$ cat src/sv/hpw_pkg.sv
`default_nettype none
// ----------------------------------------------------------------------------
// hpw_pkg
// Shared types and operation codes for the heap-order postorder walker: the
// child probes that the store returns and the result request that the
// sequencer issues.
// ----------------------------------------------------------------------------
package hpw_pkg;

  localparam logic OP_LOAD = 1'b0;
  localparam logic OP_WALK = 1'b1;

  typedef struct packed {
    logic root;
    logic left;
    logic right;
    logic sibling;
  } probe_t;

  typedef struct packed {
    logic fire;
    logic last;
    logic empty;
  } emit_t;

endpackage
`default_nettype wire

$ cat src/sv/heap_tree_postorder_walker.sv
`default_nettype none
// ----------------------------------------------------------------------------
// heap_tree_postorder_walker
// Loads a heap-order binary tree slot by slot and walks it in postorder,
// one item per present node reachable from the root, or one tree_empty item.
//
//   channel  direction  handshake             payload
//   req      in         req_valid/req_stall   op, slot_index, slot_present,
//                                             slot_value
//   res      out        res_valid/res_stall   node_value, is_last, tree_empty
//
// A walk moves down through the descent state and, after each move up to a
// parent, passes a wait state that covers the registered value-memory read.
// Reset clears the present bits; values are undefined until loaded.
// req_stall stays high for the whole walk; a stalled result holds in the
// output register while the walk waits.
// ----------------------------------------------------------------------------
module heap_tree_postorder_walker
  import hpw_pkg::*;
#(
  parameter int NODES = 15
) (
  input  wire logic        clk,
  input  wire logic        rst,
  input  wire logic        req_valid,
  output logic             req_stall,
  input  wire logic        op,
  input  wire logic [3:0]  slot_index,
  input  wire logic        slot_present,
  input  wire logic [15:0] slot_value,
  output logic             res_valid,
  input  wire logic        res_stall,
  output logic [15:0]      node_value,
  output logic             is_last,
  output logic             tree_empty
);

  localparam int IW = $clog2(NODES + 1);

  logic          accept;
  logic          slot_ok;
  logic          wr_en;
  logic          start;
  logic          busy;
  logic          out_free;
  logic [IW-1:0] cur;
  logic [15:0]   rd_value;
  probe_t        probe;
  emit_t         emit;

  assign req_stall = busy;
  assign accept    = req_valid && !req_stall;
  assign slot_ok   = (slot_index != 4'd0) && (32'(slot_index) <= 32'(NODES));
  assign wr_en     = accept && (op != OP_WALK) && slot_ok;
  assign start     = accept && (op == OP_WALK);
  assign out_free  = !res_valid || !res_stall;

  hpw_store #(.NODES(NODES)) u_store (
    .clk        (clk),
    .rst        (rst),
    .wr_en      (wr_en),
    .wr_idx     (IW'(slot_index)),
    .wr_present (slot_present),
    .wr_value   (slot_value),
    .cur        (cur),
    .probe      (probe),
    .rd_value   (rd_value)
  );

  hpw_walk #(.NODES(NODES)) u_walk (
    .clk      (clk),
    .rst      (rst),
    .start    (start),
    .out_free (out_free),
    .probe    (probe),
    .cur      (cur),
    .busy     (busy),
    .emit     (emit)
  );

  always_ff @(posedge clk) begin
    if (rst) begin
      res_valid <= 1'b0;
    end else if (emit.fire) begin
      res_valid <= 1'b1;
    end else if (!res_stall) begin
      res_valid <= 1'b0;
    end
  end

  always_ff @(posedge clk) begin
    if (emit.fire) begin
      node_value <= emit.empty ? 16'd0 : rd_value;
      is_last    <= emit.last;
      tree_empty <= emit.empty;
    end
  end

endmodule
`default_nettype wire

$ cat src/sv/hpw_store.sv
`default_nettype none
// ----------------------------------------------------------------------------
// hpw_store
// Node storage: present bits in flip-flops cleared by reset, node values in
// a synchronous memory read at the current slot. Present lookups for the
// current slot's children and right sibling go back to the sequencer.
// ----------------------------------------------------------------------------
module hpw_store
  import hpw_pkg::*;
#(
  parameter int NODES = 15,
  localparam int IW = $clog2(NODES + 1)
) (
  input  wire logic          clk,
  input  wire logic          rst,
  input  wire logic          wr_en,
  input  wire logic [IW-1:0] wr_idx,
  input  wire logic          wr_present,
  input  wire logic [15:0]   wr_value,
  input  wire logic [IW-1:0] cur,
  output probe_t             probe,
  output logic [15:0]        rd_value
);

  logic [NODES:0] present;
  logic [15:0]    values [NODES+1];
  logic [IW:0]    left_idx;
  logic [IW:0]    right_idx;
  logic [IW:0]    sib_idx;
  logic [IW:0]    limit;

  always_ff @(posedge clk) begin
    if (rst) begin
      present <= '0;
    end else if (wr_en) begin
      present[wr_idx] <= wr_present;
    end
  end

  always_ff @(posedge clk) begin
    if (wr_en) begin
      values[wr_idx] <= wr_value;
    end
    rd_value <= values[cur];
  end

  always_comb begin
    limit         = (IW+1)'(NODES);
    left_idx      = {cur, 1'b0};
    right_idx     = {cur, 1'b1};
    sib_idx       = {1'b0, cur} + (IW+1)'(1);
    probe.root    = present[IW'(1)];
    probe.left    = (left_idx <= limit) && present[left_idx[IW-1:0]];
    probe.right   = (right_idx <= limit) && present[right_idx[IW-1:0]];
    probe.sibling = (sib_idx <= limit) && present[sib_idx[IW-1:0]];
  end

endmodule
`default_nettype wire

$ cat src/sv/hpw_walk.sv
`default_nettype none
// ----------------------------------------------------------------------------
// hpw_walk
// Postorder sequencer. Descends to the first postorder node of a subtree,
// emits it, then moves to the right sibling's subtree or up to the parent,
// using heap-order index arithmetic in place of an explicit stack.
// ----------------------------------------------------------------------------
module hpw_walk
  import hpw_pkg::*;
#(
  parameter int NODES = 15,
  localparam int IW = $clog2(NODES + 1)
) (
  input  wire logic          clk,
  input  wire logic          rst,
  input  wire logic          start,
  input  wire logic          out_free,
  input  wire probe_t        probe,
  output logic [IW-1:0]      cur,
  output logic               busy,
  output emit_t              emit
);

  localparam logic [1:0] S_IDLE = 2'd0;
  localparam logic [1:0] S_DESC = 2'd1;
  localparam logic [1:0] S_WAIT = 2'd2;
  localparam logic [1:0] S_EMIT = 2'd3;

  logic [1:0]    state;
  logic [1:0]    state_next;
  logic [IW-1:0] cur_next;
  logic          empty;
  logic          empty_next;
  logic          at_root;

  assign at_root = (cur == IW'(1));
  assign busy    = (state != S_IDLE);

  always_comb begin
    state_next = state;
    cur_next   = cur;
    empty_next = empty;
    emit.fire  = 1'b0;
    emit.last  = empty || at_root;
    emit.empty = empty;
    case (state)
      S_IDLE: begin
        if (start) begin
          cur_next = IW'(1);
          if (probe.root) begin
            state_next = S_DESC;
          end else begin
            empty_next = 1'b1;
            state_next = S_EMIT;
          end
        end
      end
      S_DESC: begin
        if (probe.left) begin
          cur_next = IW'({cur, 1'b0});
        end else if (probe.right) begin
          cur_next = IW'({cur, 1'b1});
        end else begin
          state_next = S_EMIT;
        end
      end
      S_WAIT: begin
        state_next = S_EMIT;
      end
      S_EMIT: begin
        if (out_free) begin
          emit.fire = 1'b1;
          if (empty || at_root) begin
            empty_next = 1'b0;
            state_next = S_IDLE;
          end else if (!cur[0] && probe.sibling) begin
            cur_next   = cur | IW'(1);
            state_next = S_DESC;
          end else begin
            cur_next   = cur >> 1;
            state_next = S_WAIT;
          end
        end
      end
      default: begin
        state_next = S_IDLE;
      end
    endcase
  end

  always_ff @(posedge clk) begin
    if (rst) begin
      state <= S_IDLE;
      empty <= 1'b0;
      cur   <= IW'(1);
    end else begin
      state <= state_next;
      empty <= empty_next;
      cur   <= cur_next;
    end
  end

endmodule
`default_nettype wire
$ cat config.mk
export PLATFORM = sky130hd
export DESIGN_NAME = heap_tree_postorder_walker
export DESIGN_NICKNAME = d
export VERILOG_FILES = /design/src/sv/hpw_pkg.sv /design/src/sv/heap_tree_postorder_walker.sv /design/src/sv/hpw_store.sv /design/src/sv/hpw_walk.sv
export SDC_FILE = /design/constraint.sdc
export NUM_CORES = 1
export LEC_CHECK = 0
export BUFFER_PORTS_ARGS = -buffer_cell sky130_fd_sc_hd__buf_2
export CORE_UTILIZATION = 45
export CTS_CLUSTER_SIZE = 30
export DETAILED_ROUTE_END_ITERATION = 8
export PLACE_DENSITY = 0.59
export SLEW_MARGIN = 20
export SYNTH_ARGS = -nofsm -noshare
export SYNTH_HDL_FRONTEND = slang
export SYNTH_SLANG_ARGS = --single-unit
$ cat constraint.sdc
create_clock -name clk -period 4.65 [get_ports clk]
set_input_delay 0.6975 -clock clk [delete_from_list [all_inputs] [get_ports clk]]
set_output_delay 0.6975 -clock clk [all_outputs]
set_load 0.02 [all_outputs]
* Yosys cells after proc, flatten, opt, wreduce, memory -nomap -nowiden *
Memory sizes are Yosys's and may differ from the RTL's. A register that Yosys moved wholly into a read port is not among the register bits.
Index checks and enable logic that the tools add are counted.

cells by class
  div/mod/pow operators = 0
  equality and inequality tests = 14
  bitwise operators = 1
  add/sub/neg operators = 1
  reduce and logical (&&, ||, !) cells = 24
  multipliers = 0
  muxes and demuxes = 35
  shifts and indexed selects = 0
  magnitude comparators = 8

operator list
  cell                                                                           count
  4-bit 2-to-1 mux                                                               6
  4-bit by 5-bit less-than comparator with 1-bit output (second input constant)  4
  16-bit bitwise mux                                                             1
  2-bit != test (second input constant)                                          8
  5-bit by 4-bit <= comparator with 1-bit output (second input constant)         3
  1-bit 2-to-1 mux                                                               14
  2-bit 2-to-1 mux                                                               7
  4-bit case mux with 3 select lines                                             1
  5-bit AND reduction                                                            2
  1-bit logical AND                                                              9
  2-bit case mux with 4 select lines                                             1
  1-bit binary-select mux with 3-bit select                                      2
  6-bit AND reduction                                                            1
  4-bit by 1-bit adder with 5-bit output (second input constant)                 1
  1-bit binary-select mux with 4-bit select                                      1
  1-bit demux with 4-bit select                                                  1
  2-bit == test (second input constant)                                          2
  4-bit by 1-bit == test with 1-bit output (second input constant)               1
  4-bit by 1-bit >= comparator with 1-bit output (second input constant)         1
  1-bit logical NOT                                                              4
  4-bit AND reduction                                                            1
  2-bit nonzero test                                                             2
  4-bit nonzero test                                                             1
  3-bit != test (second input constant)                                          1
  7 further kinds                                                                8

storage, ports and cells
  output and inout bits = 20
  memory bits (writable) = 256
  memories kept = 1
  input port bits = 26
  register bits = 42
  memory bits (read-only) = 0
  logic and storage cells = 93
  latch bits = 0

memory list
  memory          depth  width  rd ports  clocked after Yosys merged registers in  write ports  line             text
  u_store.values  16     16     1         1                                        1            hpw_store.sv:26  logic [15:0] values [NODES+1];

* Depth between registers and ports, before layout *
  depth after elaboration = 9
  depth in mapped cells = 9
  mapped depth without buffers = 8

* Modules after synthesis *
Synthesis repeated with hierarchy kept, for this count alone.

unflattened totals
  cell total of the unflattened synthesis = 704
  area, all modules = 12448.2 sq um

by module, submodules not included
  module                      cells an instance  area an instance (sq um)  times used  seq. area each (sq um)
  hpw_store                   598                11173.2                   1           8328.0
  heap_tree_postorder_walker  42                 734.5                     1           560.5
  hpw_walk                    64                 540.5                     1           140.1

* Least setup slack after synthesis *
OpenSTA, ideal clock, no wires.

  path type = input-to-reg
  start = in op
  end = reg u_store.present[8]
  library setup time = 0.128 ns
  data required time = 4.522 ns
  setup slack = 1.827 ns
  stages on the path = 6
  buffers on the path = 0
  data arrival time = 2.696 ns
  path through = nand3b_1 > nor2_1 > nand2_1 > nor3_1 > mux2i_1 > nor2_1

between the ends
  word-level cells in the longest chain between the ends = 3

ends and longest elaborated chain
  item                             line                              text
  from (decl)                      heap_tree_postorder_walker.sv:27  input wire logic op,
  1-bit NOT                        heap_tree_postorder_walker.sv:54  assign wr_en = accept && (op != OP_WALK) && slot_ok;
  1-bit logical AND (2 in a row)   heap_tree_postorder_walker.sv:54
  to (signal, indexed assignment)  hpw_store.sv:36                   present[wr_idx] <= wr_present;
  to (decl)                        hpw_store.sv:25                   logic [NODES:0] present;

Every way passes these cells.
A chain may end at the register's enable or synchronous reset.

==> flow_summary.ini <==
[clocking]
clk_pin_slew_ns = 0.06
cts_setup_buffers = 0
clockBufferDepth = 3
postCtsResizedCells = 0
cts_num_sinks = 314
holdBufCountCts = 0
cts_tree = yes
cts-root-buf = clkbuf_16
insertion_delay_ns = 0.55
cts_made_buffers = 31
htree_num_levels = 1

[global_routing]
grt_max_degree = 54
grt.overflow.total = 0
antenna_found_initial = 0
grt_pass1_vias = 6489
grt_usage_pct = 19.4
grt_pass1_wl_um = 39900

[timing]
clock.fmax_mhz = 344
drv_slew = 0
clock_skew_ns = 0.0182
finalSetupTns_ns = 0
post-route-period-util_pct = 62.5
setup_violations = 0
relSlewSlack_pct = 41.2
tightestPinTransition_ns = 0.880
period_minus_slack_ns = 2.91
hold_viol_final = 0
rsz0062_at_grt = no
setup_slack_ns = 1.74

[route]
ant_nets = 0
wire_per_inst_um = 24.2
wirelength_um = 25800
vias_per_cell = 5.75
num_vias = 6126
dr.pass1.iters = 5
drt_iter0_drc = 568
route.detailed.drc = 0

[critical_path]
cp.required_ns = 5.11
reg2reg_to = u_walk.cur[0]$_SDFFE_PP1P_
startpoint_type = flop
r2r_cells = 8
crit_path_end_kind = flop
reg2reg_from = u_walk.cur[1]$_SDFFE_PP0P_
r2r_slack_ns = 1.74
crit_type = flop to flop
cp_max_fo = 23
crit_arrival_ns = 3.37

[synthesis]
syn-cell-area_um2 = 12200
yosys_warnings = 0
syn_area_per_cell_um2 = 19.6
synth_ff_type = edfxtp_1
synth_edf_count = 274
synth.distinct_cells = 53
synthCells = 624
synthTopCellsByArea = edfxtp_1 67%, mux4_2 15%, dfxtp_1 6.5%, nor2b_1 0.92%, nand2_1 0.86%
synth_top_area_share_pct = 67.3
synthArstFlopShare_pct = 0
synth-seq-area-share_pct = 73.9
ys_ff_latch = 314
synth_top_cell_by_area = edfxtp_1

[floorplan]
start_util_pct = 46.4
core_area_um2 = 26400
die-area_um2 = 27800
die_y_um = 167
floorplan.die.width_um = 167
io_pins = 46
rows = 59

[placement]
placed_cell_area_um2 = 13000
dp_hpwl_um = 14500
port-buffer-count = 45
gp_congestion = 0.857
pre_cts_ws_ns = 1.71

[hold_path]
worstHoldEndpoint = res_valid$_SDFFE_PP0P_
min_from = res_stall
hold_class = primary input to flop
holdPathStages = 3

[power]
power_uw = 6930
vdd_drop_max_mv = 0.239
p_leak_uw = 0.00452
p_per_area_nw_per_um2 = 497

[finish]
fillers = 2049
postLayoutCellArea_um2 = 13900
post_route_cells_drive_above_1_share_pct = 29.6
diodes = 0
nets = 740
areaGrowthSynthToFinish_pct = 14.1

[run_status]
status = completed

[flow_run]
maxCapViolCount = 0
==> state kept, by name (all words and copies together), names as in the netlist, 2 cells and up <==
name              flops
u_walk.cur            4
u_walk.state          2
node_value           16
u_store.values      256
u_store.present      16
u_store.rd_value     16
==> power by group <==
part | internal, uW | switching (uW) | leakage, uW | total [uW]
sequential | 3250 | 107 | 0.00281 | 3360
clock | 1320 | 998 | 0.000464 | 2320
combinational | 596 | 655 | 0.00125 | 1250
total | 5170 | 1760 | 0.00452 | 6930
==> kinds of logic after synthesis <==
family | after synthesis | share of synthesized area [%]
mux | 90 | 15.9
compound gates | 64 | 3.62
simple gates | 103 | 4.21
flops | 314 | 73.9
other cells | 1 | 0.0307
xor+xnor | 3 | 0.215
buf+inv | 42 | 1.48
fa+ha+maj | 7 | 0.716
==> layout make-up <==
class	instances	area (um2)	area share, %
sequential	314	9030	64.8
inverter	13	48.8	0.350
clock buffer	36	795	5.70
multi-input combinational	283	3140	22.5
clock inverter	20	146	1.05
timing repair buffer	64	368	2.64
tap	335	419	3.01
==> placed cells by master, fill, tap and decap left out, drive strengths merged, types with 2 or more instances in the layout <==
cell / count
ha: 7
dfxtp: 40
xnor2: 2
o2111ai: 2
a21oi: 17
nand4: 2
nand3: 4
bufinv: 2
nor3: 7
clkbuf: 36
nor3b: 2
a211oi: 4
conb: 16
mux2i: 6
nand2: 28
o21ai: 17
nor2b: 18
clkinv: 17
a31oi: 2
nor4: 6
a2111oi: 2
o311ai: 4
and2: 2
nand2b: 4
mux4: 83
edfxtp: 274
buf: 64
a21boi: 2
o31ai: 3
nor2: 26
inv: 13
or3: 2
==> how the worst max path moves through the flow <==
stage,to,cells past startpoint,start,slack (ns)
floorplan,u_store.present[8]$_SDFFE_PP0P_,6,op,1.83
global placement,u_walk.cur[2]$_SDFFE_PP0P_,7,u_walk.cur[0]$_SDFFE_PP1P_,1.74
detailed placement,u_walk.cur[2]$_SDFFE_PP0P_,7,u_walk.cur[0]$_SDFFE_PP1P_,1.71
CTS,u_walk.cur[2]$_SDFFE_PP0P_,7,u_walk.cur[0]$_SDFFE_PP1P_,1.67
global route,u_walk.cur[2]$_SDFFE_PP0P_,8,u_walk.cur[0]$_SDFFE_PP1P_,1.45
finish,u_walk.cur[0]$_SDFFE_PP1P_,8,u_walk.cur[1]$_SDFFE_PP0P_,1.74
==> cell usage after synthesis (2+ instances only) <==
cell       count
mux2i_1        6
and2_1         2
edfxtp_1     274
nand2_1       28
nor3b_1        2
nor4_1         4
ha_1           7
inv_1         13
nand4_1        2
nand2b_1       4
nor2b_1       18
nor4_2         2
o311ai_0       2
o21ai_0       17
nand3_1        4
a21oi_1       17
nor3_1         7
a21boi_0       2
a31oi_1        2
xnor2_1        2
or3_1          2
clkbuf_1      14
buf_2         13
a211oi_1       4
o31ai_1        2
o2111ai_1      2
dfxtp_1       40
mux4_2        83
nor2_1        25
==> per-layer routing <==
metal / wire length (um) / global-route usage [%] / share of wire, %
met5: 0 / 0 / 0
met4: 446 / 4.87 / 1.7
met3: 1220 / 3.21 / 4.7
met2: 13000 / 33.2 / 51
met1: 11100 / 25.9 / 43
==> through the flow <==
step           utilization [%]  hold slack (ns)  instances
6_report                  52.9            0.434       1065
4_1_cts                   52.9            0.414       1065
3_3_place_gp              49.3            0.479       1009
2_1_floorplan                -            0.406        639
3_5_place_dp              49.3            0.477       1009
5_1_grt                   52.9            0.459       1065
==> critical path, stage by stage, from the launching register on <==
cell and delay (ns):
dfxtp_2 0.75, inv_1 0.32, ha_1 0.29, a21oi_1 0.26, inv_1 0.13, a21boi_0 0.44, o311ai_0 0.26, and2_1 0.21
o21ai_0 0.15
Note: power is estimated with default switching activity, not from simulation.
